<file path="config.mk">
export PLATFORM = sky130hd
export DESIGN_NAME = float_to_pcm16_dither
export DESIGN_NICKNAME = d
export VERILOG_FILES = /design/src/rtl/fpd_pkg.sv /design/src/rtl/fpd_scale.sv /design/src/rtl/fpd_lcg.sv /design/src/rtl/fpd_round.sv /design/src/rtl/float_to_pcm16_dither.sv
export VERILOG_INCLUDE_DIRS = /design/src /design/src/rtl
export SDC_FILE = /design/constraint.sdc
export NUM_CORES = 2
export LEC_CHECK = 0
export ABC_AREA = 1
export BUFFER_PORTS_ARGS = -buffer_cell sky130_fd_sc_hd__buf_2
export CORE_MARGIN = 4
export CORE_UTILIZATION = 59
export CTS_CLUSTER_SIZE = 20
export DETAILED_ROUTE_END_ITERATION = 7
export PLACE_DENSITY_LB_ADDON = 0.08
export SKIP_LAST_GASP = 1
export SLEW_MARGIN = 20
export SYNTH_ARGS = -nofsm -noshare
export SYNTH_HDL_FRONTEND = slang
export SYNTH_SLANG_ARGS = --single-unit
</file>
<file path="constraint.sdc">
create_clock -name clk -period 8 [get_ports clk]
set_clock_uncertainty 0.15 [all_clocks]
set_input_delay 0.8 -clock clk [delete_from_list [all_inputs] [get_ports clk]]
set_output_delay 0.8 -clock clk [all_outputs]
set_load 0.02 [all_outputs]
</file>
<file path="src/rtl/float_to_pcm16_dither_defines.svh">
// Assertion macros shared by the float to PCM16 converter RTL.
// Uses the clk and arst_n names of the including module; no other dependencies.
`ifndef FLOAT_TO_PCM16_DITHER_DEFINES_SVH
`define FLOAT_TO_PCM16_DITHER_DEFINES_SVH

// Check a condition in the same cycle as its trigger
`define FPD_ASSERT_NOW(label, trig, cond, msg) \
	label: assert property (@(posedge clk) disable iff (!arst_n) (trig) |-> (cond)) \
		else $error(msg);

// Check a condition in the cycle after its trigger
`define FPD_ASSERT_NEXT(label, trig, cond, msg) \
	label: assert property (@(posedge clk) disable iff (!arst_n) (trig) |=> (cond)) \
		else $error(msg);

`endif

</file>
<file path="src/rtl/fpd_pkg.sv">
// Shared constants and types for the float to PCM16 converter with TPDF dither.
// No dependencies; imported by every module of the block.
package fpd_pkg;

	// Dither generator constants
	localparam logic [31:0] SEED_RESET = 32'h6d6f6c31;
	localparam logic [31:0] LCG_MUL    = 32'd1664525;
	localparam logic [31:0] LCG_ADD    = 32'd1013904223;
	// Two generator steps folded into one multiply-add
	localparam logic [31:0] LCG_MUL2   = 32'(64'(LCG_MUL) * 64'(LCG_MUL));
	localparam logic [31:0] LCG_ADD2   = 32'(64'(LCG_MUL) * 64'(LCG_ADD) + 64'(LCG_ADD));

	// Scale factors by sign
	localparam logic [15:0] SCALE_POS = 16'd32767;
	localparam logic [15:0] SCALE_NEG = 16'd32768;

	// Fixed point with 24 fraction bits
	localparam int unsigned FRAC_BITS = 24;
	localparam logic [40:0] MAG_CLAMP = 41'(1) << 40;
	localparam logic signed [42:0] V_HI = 43'sd32767 <<< FRAC_BITS;
	localparam logic signed [42:0] V_LO = -(43'sd1 <<< 39);
	localparam logic [41:0] HALF_LSB = 42'(1) << (FRAC_BITS - 1);

	localparam logic [7:0] EXP_SPECIAL = 8'hFF;
	localparam logic [7:0] EXP_BIG     = 8'd128;
	localparam logic [7:0] EXP_LSHIFT  = 8'd127;
	localparam logic [7:0] EXP_UNITY   = 8'd126;

	// Decoded and scaled sample
	typedef struct packed {
		logic        sign;
		logic        nonfinite;
		logic        big;
		logic        lshift;
		logic [6:0]  rshift;
		logic [39:0] prod;
	} scale_t;

	// Second pipeline stage contents
	typedef struct packed {
		scale_t             sc;
		logic signed [24:0] dither;
	} stage2_t;

endpackage

</file>
<file path="src/rtl/fpd_scale.sv">
// Decodes an IEEE-754 single and forms mantissa times scale with its shift amount.
// Depends on fpd_pkg.
module fpd_scale (
	input  logic [31:0]     sample_bits,
	output fpd_pkg::scale_t sc
);
	import fpd_pkg::*;

	logic [7:0]  expo;
	logic [7:0]  e_eff;
	logic [23:0] mant;
	logic [15:0] scale;

	// Split fields, treat subnormals as exponent one without the hidden bit
	always_comb begin
		expo  = sample_bits[30:23];
		e_eff = (expo == 8'd0) ? 8'd1 : expo;
		mant  = {(expo != 8'd0), sample_bits[22:0]};
		scale = sample_bits[31] ? SCALE_NEG : SCALE_POS;

		sc.sign      = sample_bits[31];
		sc.nonfinite = (expo == EXP_SPECIAL);
		sc.big       = (expo >= EXP_BIG);
		sc.lshift    = (expo == EXP_LSHIFT);
		sc.rshift    = (e_eff <= EXP_UNITY) ? 7'(EXP_UNITY - e_eff) : 7'd0;
		sc.prod      = 40'(mant) * 40'(scale);
	end

endmodule

</file>
<file path="src/rtl/fpd_lcg.sv">
// Triangular dither source: LCG seed register advanced two steps per use.
// Depends on fpd_pkg.
module fpd_lcg (
	input  logic               clk,
	input  logic               arst_n,
	input  logic               advance,
	output logic signed [24:0] dither
);
	import fpd_pkg::*;

	logic [31:0]        seed_q;
	logic [31:0]        step1;
	logic [31:0]        step2;
	logic signed [16:0] diff;

	// Both steps straight from the current seed, two independent multiplies
	always_comb begin
		step1  = seed_q * LCG_MUL + LCG_ADD;
		step2  = seed_q * LCG_MUL2 + LCG_ADD2;
		diff   = $signed({1'b0, step1[31:16]}) - $signed({1'b0, step2[31:16]});
		dither = {diff, 8'h00};
	end

	// Advance the seed only when dither is consumed
	always_ff @(posedge clk or negedge arst_n) begin
		if (!arst_n) begin
			seed_q <= SEED_RESET;
		end else if (advance) begin
			seed_q <= step2;
		end
	end

endmodule

</file>
<file path="src/rtl/fpd_round.sv">
// Aligns the scaled magnitude, adds dither, saturates and rounds half away from zero.
// Depends on fpd_pkg.
module fpd_round (
	input  fpd_pkg::scale_t    sc,
	input  logic signed [24:0] dither,
	output logic signed [15:0] pcm
);
	import fpd_pkg::*;

	logic [40:0]        mag;
	logic signed [42:0] smag;
	logic signed [42:0] v;
	logic [41:0]        absv;
	logic [41:0]        rnd;
	logic [16:0]        q;

	always_comb begin
		// Align magnitude to 24 fraction bits, truncating toward zero
		if (sc.big) begin
			mag = MAG_CLAMP;
		end else if (sc.lshift) begin
			mag = {sc.prod, 1'b0};
		end else begin
			mag = {1'b0, sc.prod} >> sc.rshift;
		end

		// Apply sign and dither
		smag = $signed({2'b00, mag});
		v    = (sc.sign ? -smag : smag) + {{18{dither[24]}}, dither};

		// Round the magnitude half away from zero
		absv = v[42] ? 42'(-v) : 42'(v);
		rnd  = absv + HALF_LSB;
		q    = rnd[40:24];

		// Saturate
		if (v >= V_HI) begin
			pcm = 16'sd32767;
		end else if (v <= V_LO) begin
			pcm = -16'sd32768;
		end else if (v[42]) begin
			pcm = $signed(16'(-q));
		end else begin
			pcm = $signed(q[15:0]);
		end
	end

endmodule

</file>
<file path="src/rtl/float_to_pcm16_dither.sv">
// Top level of the float to PCM16 converter with TPDF dither and event counters.
// Depends on fpd_pkg, fpd_scale, fpd_lcg, fpd_round and float_to_pcm16_dither_defines.svh.
//
//  channel | direction | handshake             | payload
//  --------+-----------+-----------------------+------------------------------------------
//  input   | in        | in_valid / in_stall   | sample_bits
//  output  | out       | out_valid / out_stall | pcm_sample, was_nonfinite,
//          |           |                       | nonfinite_total, nonzero_total
//  config  | in        | cfg_wr_en             | cfg_wr_data (dither_enable)
//
// One sample per cycle unless stalled; a sample moves through stages one and two to the result.
// Stage one holds the input, stage two the scaled product and dither, stage three the result.
// The two dither LCG steps run as parallel multiplies from the seed register.
// Reset clears valids, counters, dither enable and loads the dither seed.
// Each stage holds while the one after it is full and stalled.
`include "float_to_pcm16_dither_defines.svh"

module float_to_pcm16_dither (
	input  logic               clk,
	input  logic               arst_n,
	input  logic               cfg_wr_en,
	input  logic               cfg_wr_data,
	input  logic               in_valid,
	output logic               in_stall,
	input  logic [31:0]        sample_bits,
	output logic               out_valid,
	input  logic               out_stall,
	output logic signed [15:0] pcm_sample,
	output logic               was_nonfinite,
	output logic [31:0]        nonfinite_total,
	output logic [31:0]        nonzero_total
);
	import fpd_pkg::*;

	logic               dither_en_q;
	logic               s1_valid;
	logic [31:0]        sample_s1;
	logic               s2_valid;
	stage2_t            data_s2;
	logic               out_valid_q;
	logic signed [15:0] pcm_q;
	logic               nonfinite_q;
	logic [31:0]        nonfinite_cnt_q;
	logic [31:0]        nonzero_cnt_q;

	logic               out_ready;
	logic               s2_ready;
	logic               s1_ready;
	logic               adv1;
	logic               adv2;
	scale_t             sc;
	logic signed [24:0] lcg_dither;
	logic signed [15:0] pcm_next;

	// Pipeline flow control
	always_comb begin
		out_ready = !out_valid_q || !out_stall;
		adv2      = s2_valid && out_ready;
		s2_ready  = !s2_valid || out_ready;
		adv1      = s1_valid && s2_ready;
		s1_ready  = !s1_valid || s2_ready;
	end

	assign in_stall = !s1_ready;

	// Dither enable register
	always_ff @(posedge clk or negedge arst_n) begin
		if (!arst_n) begin
			dither_en_q <= 1'b0;
		end else if (cfg_wr_en) begin
			dither_en_q <= cfg_wr_data;
		end
	end

	// Stage one: hold the accepted transaction
	always_ff @(posedge clk or negedge arst_n) begin
		if (!arst_n) begin
			s1_valid <= 1'b0;
		end else if (s1_ready) begin
			s1_valid <= in_valid;
		end
	end

	always_ff @(posedge clk) begin
		if (in_valid && s1_ready) begin
			sample_s1 <= sample_bits;
		end
	end

	fpd_scale u_scale (
		.sample_bits (sample_s1),
		.sc          (sc)
	);

	fpd_lcg u_lcg (
		.clk     (clk),
		.arst_n  (arst_n),
		.advance (adv1 && dither_en_q && !sc.nonfinite),
		.dither  (lcg_dither)
	);

	// Stage two: scaled product and dither
	always_ff @(posedge clk or negedge arst_n) begin
		if (!arst_n) begin
			s2_valid <= 1'b0;
		end else if (s2_ready) begin
			s2_valid <= s1_valid;
		end
	end

	always_ff @(posedge clk) begin
		if (adv1) begin
			data_s2.sc     <= sc;
			data_s2.dither <= dither_en_q ? lcg_dither : 25'sd0;
		end
	end

	fpd_round u_round (
		.sc     (data_s2.sc),
		.dither (data_s2.dither),
		.pcm    (pcm_next)
	);

	// Result register and running counters
	always_ff @(posedge clk or negedge arst_n) begin
		if (!arst_n) begin
			out_valid_q     <= 1'b0;
			nonfinite_cnt_q <= 32'd0;
			nonzero_cnt_q   <= 32'd0;
		end else begin
			if (out_ready) begin
				out_valid_q <= s2_valid;
			end
			if (adv2) begin
				if (data_s2.sc.nonfinite) begin
					nonfinite_cnt_q <= nonfinite_cnt_q + 32'd1;
				end else if (pcm_next != 16'sd0) begin
					nonzero_cnt_q <= nonzero_cnt_q + 32'd1;
				end
			end
		end
	end

	always_ff @(posedge clk) begin
		if (adv2) begin
			pcm_q       <= data_s2.sc.nonfinite ? 16'sd0 : pcm_next;
			nonfinite_q <= data_s2.sc.nonfinite;
		end
	end

	assign out_valid       = out_valid_q;
	assign pcm_sample      = pcm_q;
	assign was_nonfinite   = nonfinite_q;
	assign nonfinite_total = nonfinite_cnt_q;
	assign nonzero_total   = nonzero_cnt_q;

	// A flagged result carries zero
	`FPD_ASSERT_NOW(a_nonfinite_zero, out_valid_q && nonfinite_q, pcm_q == 16'sd0,
		"nonfinite result not zero")
	// Finite transactions leave the nonfinite count alone
	`FPD_ASSERT_NEXT(a_finite_count, adv2 && !data_s2.sc.nonfinite,
		$stable(nonfinite_cnt_q), "nonfinite count moved on finite sample")
	// Nonfinite transactions leave the nonzero count alone
	`FPD_ASSERT_NEXT(a_nonfinite_nz, adv2 && data_s2.sc.nonfinite,
		$stable(nonzero_cnt_q), "nonzero count moved on nonfinite sample")
	// No dither reaches stage two while dither is off
	`FPD_ASSERT_NEXT(a_no_dither, adv1 && !dither_en_q, data_s2.dither == 25'sd0,
		"dither applied while disabled")

endmodule
</file>
Word level (Yosys, flattened, before mapping)
Cells that the tools add are included.
{ "word_totals": {"ff_bits": 225, "elab_cells": 68} }
{ "op_classes": {"bitwise_logic": 1, "mul": 3, "n_lt_le_gt_ge": 4, "add_sub_neg": 11, "n_eq_ne": 2, "shifts": 1, "muxes": 9, "n_reduce_logical": 19} }
{ "ops": {"columns": ["cell", "n"], "rows": [
  ["2-to-1 mux 41 bit", 2],
  ["adder 32 x 1 -> 32 bit, second input constant", 2],
  ["2-to-1 mux 16 bit", 4],
  ["adder 43 bit", 1],
  ["greater-or-equal comparator 43 x 40 -> 1 bit, second input constant", 1],
  ["<= comparator 43 x 40 -> 1 bit, second input constant", 1],
  ["2-to-1 mux 43 bit", 1],
  ["negation 41 -> 43 bit", 1],
  [">> shifter 40 x 7 -> 41 bit", 1],
  ["adder 40 x 24 -> 40 bit, second input constant", 1],
  ["multiplier 24 x 16 -> 40 bit", 1],
  ["2-to-1 mux 40 bit", 1],
  ["negation 40 bit", 1],
  ["adder 32 x 30 -> 32 bit, second input constant", 1],
  ["adder 32 x 31 -> 32 bit, second input constant", 1],
  ["multiplier 32 x 21 -> 32 bit, second input constant", 1],
  ["multiplier 32 x 29 -> 32 bit, second input constant", 1],
  ["subtractor 16 x 16 -> 17 bit", 1],
  ["negation 16 bit", 1],
  ["nonzero test 16 bit", 1],
  ["== test 8 x 7 -> 1 bit, second input constant", 1],
  ["== test 8 bit, second input constant", 1],
  ["greater-or-equal comparator 8 bit, second input constant", 1],
  ["<= comparator 8 x 7 -> 1 bit, second input constant", 1],
  ["10 further kinds", 21]
]} }

Longest topological paths before layout
{ "depth": {"ltp_word": 15, "depth_mapped": 68, "ltp_nobuf": 63} }

Hierarchy
Synthesis repeated with hierarchy kept, for this count alone.
{ "unflattened": {"hier_cells": 5716, "area_unflattened_um2": 43153.9} }
{ "modules_own_cells": {"columns": ["module", "cells_per_inst", "area_each_um2", "instances"], "rows": [
  ["fpd_lcg", 2008, 17128.9, 1],
  ["fpd_scale", 1253, 9711.8, 1],
  ["float_to_pcm16_dither", 792, 8172.8, 1],
  ["fpd_round", 1663, 8140.3, 1]
]} }

Least setup slack after synthesis
Ideal clock, no wire load.
{ "synth_timing": {"kind": "flip-flop to flip-flop", "from": "register u_lcg.seed_q[1]", "to": "register data_s2[23] (netlist name)", "n_path_buf": 1, "slack_ps": -353, "stages_incl_launch_ff": 41, "t_required_ps": 7591, "arrival_time_ps": 7944, "cell_sequence": "dfrtp_1 > clkbuf_1 > inv_1 > ha_1 > ha_1 > inv_1 > fa_1 > inv_1 > fa_1 > fa_1 > fa_1 > fa_1 > ha_1 > a21oi_1 > o21a_1 > o21ai_0 > a21oi_1 > inv_1 > [5 not listed] > inv_1 > nand3_1 > nand2_1 > nand3_1 > nand2_1 > nand2_1 > nand2_1 > a21oi_1 > xnor2_1 > ha_1 > a21oi_1 > nand2_1 > nand2_1 > inv_1 > o21ai_0 > nand2_1 > o21ai_0 > a21oi_1"} }
{ "synth_between": {"elab_chain_cells": 3} }
{ "synth_rtl": {"columns": ["item", "line_no", "source"], "rows": [
  ["from (decl)", "fpd_lcg.sv:11", "logic [31:0] seed_q;"],
  ["from (signal assigned)", "fpd_lcg.sv:29", "seed_q <= step2;"],
  ["multiplier 32 x 21 -> 32 bit or multiplier 32 x 29 -> 32 bit (tied branches)", "fpd_lcg.sv:18, fpd_lcg.sv:19", null],
  ["adder 32 x 30 -> 32 bit or adder 32 x 31 -> 32 bit (tied branches)", "fpd_lcg.sv:18, fpd_lcg.sv:19", null],
  ["subtractor 16 x 16 -> 17 bit *", "fpd_lcg.sv:20", "diff = $signed({1'b0, step1[31:16]}) - $signed({1'b0, step2[31:16]});"]
]} }
Mark *: on every way between the ends. The rest lies on a longest branch, timed or not.
A chain may end at the register's enable or synchronous reset.

Final worst setup path
{ "layout_timing": {"from": "register data_s2[65] (netlist name)", "to": "register nonzero_cnt_q[23] (netlist: nonzero_total[23])"} }
{ "layout_between": {"elab_chain_cells": 15} }
{ "layout_rtl": {"columns": ["item", "line_no", "source"], "rows": [
  [">> shifter 40 x 7 -> 41 bit *", "fpd_round.sv:24", "mag = {1'b0, sc.prod} >> sc.rshift;"],
  ["2-to-1 mux 41 bit *", "fpd_round.sv:21", "end else if (sc.lshift) begin"],
  ["2-to-1 mux 41 bit *", "fpd_round.sv:19", "if (sc.big) begin"],
  ["negation 41 -> 43 bit", "fpd_round.sv:29", "v = (sc.sign ? -smag : smag) + {{18{dither[24]}}, dither};"],
  ["2-to-1 mux 43 bit *", "fpd_round.sv:29", null],
  ["adder 43 bit *", "fpd_round.sv:29", null],
  ["negation 40 bit", "fpd_round.sv:32", "absv = v[42] ? 42'(-v) : 42'(v);"],
  ["2-to-1 mux 40 bit", "fpd_round.sv:32", null],
  ["adder 40 x 24 -> 40 bit", "fpd_round.sv:33", "rnd = absv + HALF_LSB;"],
  ["negation 16 bit", "fpd_round.sv:42", "pcm = $signed(16'(-q));"],
  ["2-to-1 mux 16 bit", "fpd_round.sv:41", "end else if (v[42]) begin"],
  ["2-to-1 mux 16 bit", "fpd_round.sv:39", "end else if (v <= V_LO) begin"],
  ["2-to-1 mux 16 bit *", "fpd_round.sv:37", "if (v >= V_HI) begin"],
  ["nonzero test 16 bit *", "float_to_pcm16_dither.sv:137", "end else if (pcm_next != 16'sd0) begin"],
  ["AND reduction 3 bit (no line) *", null, null],
  ["to (signal assigned)", "float_to_pcm16_dither.sv:138", "nonzero_cnt_q <= nonzero_cnt_q + 32'd1;"],
  ["to (decl)", "float_to_pcm16_dither.sv:44", "logic [31:0] nonzero_cnt_q;"]
]} }
Marks and branches as above.

==> impl_metrics.csv <==
group,metric,value,unit
setup_path,worstPathArrival,8180,ps
cells_and_area,nets,6134,
setup_path,critPathSlowestCell,"edfxtp_1",
logic_synthesis,synth_top_area_cell,"fa_1",
sta,period_share,98.1,%
setup_path,path_class,"reg2reg",
routing,vias,32400,
cells_and_area,drive_gt1_share,21.6,%
global_routing,antenna_found_initial,0,
cells_and_area,multi_input_area,30800,um^2
sta,hold_violations,0,
clock_tree,cts.reportedPaths.clkPinSlew,80,ps
sta,fmax,127,MHz
logic_synthesis,synthesis.area,38600,um^2
global_routing,grt_usage,30.6,%
routing,routedWlPerCell,18.7,um
logic_synthesis,syn-mean-instance-area,8.47,um^2
global_routing,grt_pass1_wl,170000,um
setup_path,path_common_cell,"nand2_1",
global_routing,overflow,0,
logic_synthesis,synth-seq-cells,216,
cells_and_area,final_area,46600,um^2
die,start_util,59.8,%
sta,setup_viol,0,
logic_synthesis,synth.yosys.seq_area_share,15.6,%
logic_synthesis,synth_ff_type,"edfxtp_1",
sta,rsz0062_at_grt,"true",
logic_synthesis,yosysWarnings,0,
setup_path,rr_worst_depth,58,
cells_and_area,fillers,5125,
worst_hold_path,min_path_type,"in2async",
setup_path,rr_startpoint,"data_s2[65]",
logic_synthesis,yosys-top-cells-area,"fa_1 27%, ha_1 16%, edfxtp_1 9.1%",
clock_tree,cts_made_buffers,29,
setup_path,critPathCaptureType,"register",
sta,fin_crit,7850,ps
logic_synthesis,netlist_instances,4561,
cells_and_area,final_common_cell,"inv_1",
clock_tree,cts_buffer_depth,3,
routing,drt-pass1-iter-count,6,
placement,placed_cell_area,42700,um^2
die,coreArea,64600,um^2
placement,place.port_buffers,120,
logic_synthesis,async_reset_ff_share,45.8,%
clock_tree,cts_tree,"yes",
global_routing,grt_max_degree,68,
setup_path,worstReg2RegEnd,"nonzero_total[23]",
logic_synthesis,yosysUniqueCellTypes,56,
clock_tree,h-tree-depth,1,
placement,globalplace.congestion,0.991,
die,chipWidth,264,um
cells_and_area,area_growth,20.5,%
cells_and_area,diodes,0,
die,fp-row-count,93,
setup_path,cp_max_fo,8,
routing,drcViolationCount,0,
die,ios,121,
routing,wirelength,111000,um
logic_synthesis,synth_edf_count,117,
setup_path,critPathLaunchType,"register",
run_status,status,"finished clean",
die,dieArea,69600,um^2
global_routing,grt_pass1_vias,31800,
sta,setup_tns,0,ps
sta,drv_slew,0,
placement,hpwl,91100,um
routing,final_antenna_net_count,0,
setup_path,cpPeakStageDelay,510,ps
die,die_h,264,um
sta,slew_headroom,37.4,%
routing,drt-initial-drc-count,2422,
cells_and_area,final_cell_mix,"862 x inv_1, 713 x nand2_1, 520 x fa_1",
setup_path,r2r_setup_slack,150,ps
clock_tree,cts-root-buf,"clkbuf_16",
logic_synthesis,synth_top_area_share,27.5,%
clock_tree,clock_sinks,216,
routing,vias_per_cell,5.46,
setup_path,cp_data_required_time,8320,ps
clock_tree,clock_latency,600,ps
cells_and_area,regArea,6020,um^2
sta,worst_pin_slew,939,ps
job,drv_cap,0,
-- critical path, delay by kind of cell, from the launching register on --
kind	cells	cell delay [ps]
buf+inv	12	1710
flops	1	510
simple gates	38	3710
xor+xnor	2	470
compound gates	4	690
fa+ha+maj	2	460
-- sequential cells by signal, summed over array words and instances (netlist names) --
signal	cells
data_s2	68
nonfinite_total	32
nonzero_total	32
sample_s1	32
u_lcg.seed_q	31
pcm_sample	16
dither_en_q	1
out_valid	1
s1_valid	1
s2_valid	1
was_nonfinite	1
-- per-layer routing --
| layer | wire length [um] | vias to the layer above | global-route usage, % | part of all wire [%] |
|---|---|---|---|---|
| met5 | 0 | - | 0 | 0 |
| met1 | 49300 | 15700 | 45.2 | 44 |
| met3 | 8180 | 181 | 5.15 | 7.4 |
| met2 | 50700 | 1104 | 48.2 | 46 |
| met4 | 2920 | 0 | 6.01 | 2.6 |
| li1 | - | 15500 | - | - |
-- metrics by stage --
stage | cells | utilization (%) | setup slack (ps) | hold WS (ps)
after floorplan | 4566 | - | 3.65 | 271
after global placement | 5798 | 66.1 | -191 | 296
after detailed placement | 5798 | 66.1 | -315 | 310
after CTS | 5863 | 67.9 | -0.779 | 43.0
after global routing | 5941 | 72.1 | -419 | 76.2
final | 5941 | 72.1 | 148 | 36.3
-- cells by family after synthesis --
family                     after synthesis  share of synthesized area, %
DFF                                    216                          15.6
other                                    2                        0.0194
AOI/OAI and AO/OA                      375                          5.48
and+or+nand+nor                       1675                          19.2
adders and majority gates             1033                          43.8
xor gates and xnor gates               260                          5.91
buffers and inverters                 1000                          10.1
-- cell usage after synthesis (all sizes together) (11+ instances only) --
cell type and count:
dfstp 17, edfxtp 117, o21bai 30, dfrtp 82, nor4 15, nand2 807
xnor2 97, ha 503, fa 530, a21o 14, clkbuf 49, a21oi 168
or2 15, o21ai 120, nand4 45, xor2 163, inv 889, o21a 11
nor2 275, buf 59, nand3 458, nor3 45
-- worst max path at each step --
stage                     slack, ps                 to             from  depth (start not counted)
after floorplan                   4        data_s2[23]  u_lcg.seed_q[1]                         40
after global placement         -190        data_s2[23]  u_lcg.seed_q[5]                         38
after detailed placement       -310        data_s2[23]  u_lcg.seed_q[5]                         38
after CTS                      -0.8        data_s2[23]  u_lcg.seed_q[4]                         34
after global routing           -420  nonzero_total[23]      data_s2[65]                         60
final                           150  nonzero_total[23]      data_s2[65]                         58
-- repair_timing --
| action | CTS | global route |
|---|---|---|
| cloned | 0 | 13 |
| gates resized for setup | 22 | 449 |
| pin swaps | 11 | 150 |
| buffers inserted | 11 | 66 |
| hold buffers | 0 | 0 |
| endpoints found under the setup margin | 37 | 57 |
-- final cells by class --
cell class,count,share of cell area [%]
Clock buffer,36,1.68
Clock inverter,18,0.478
Inverter,892,7.24
Multi-Input combinational cell,3353,66.1
Sequential cell,216,12.9
Tap cell,855,2.30
Timing Repair Buffer,569,9.28
Timing Repair inverter,2,0.0322
Power is left out: the tool's default activity adds up to more than one toggle a clock period on the data nets, which glitch-free logic cannot reach.
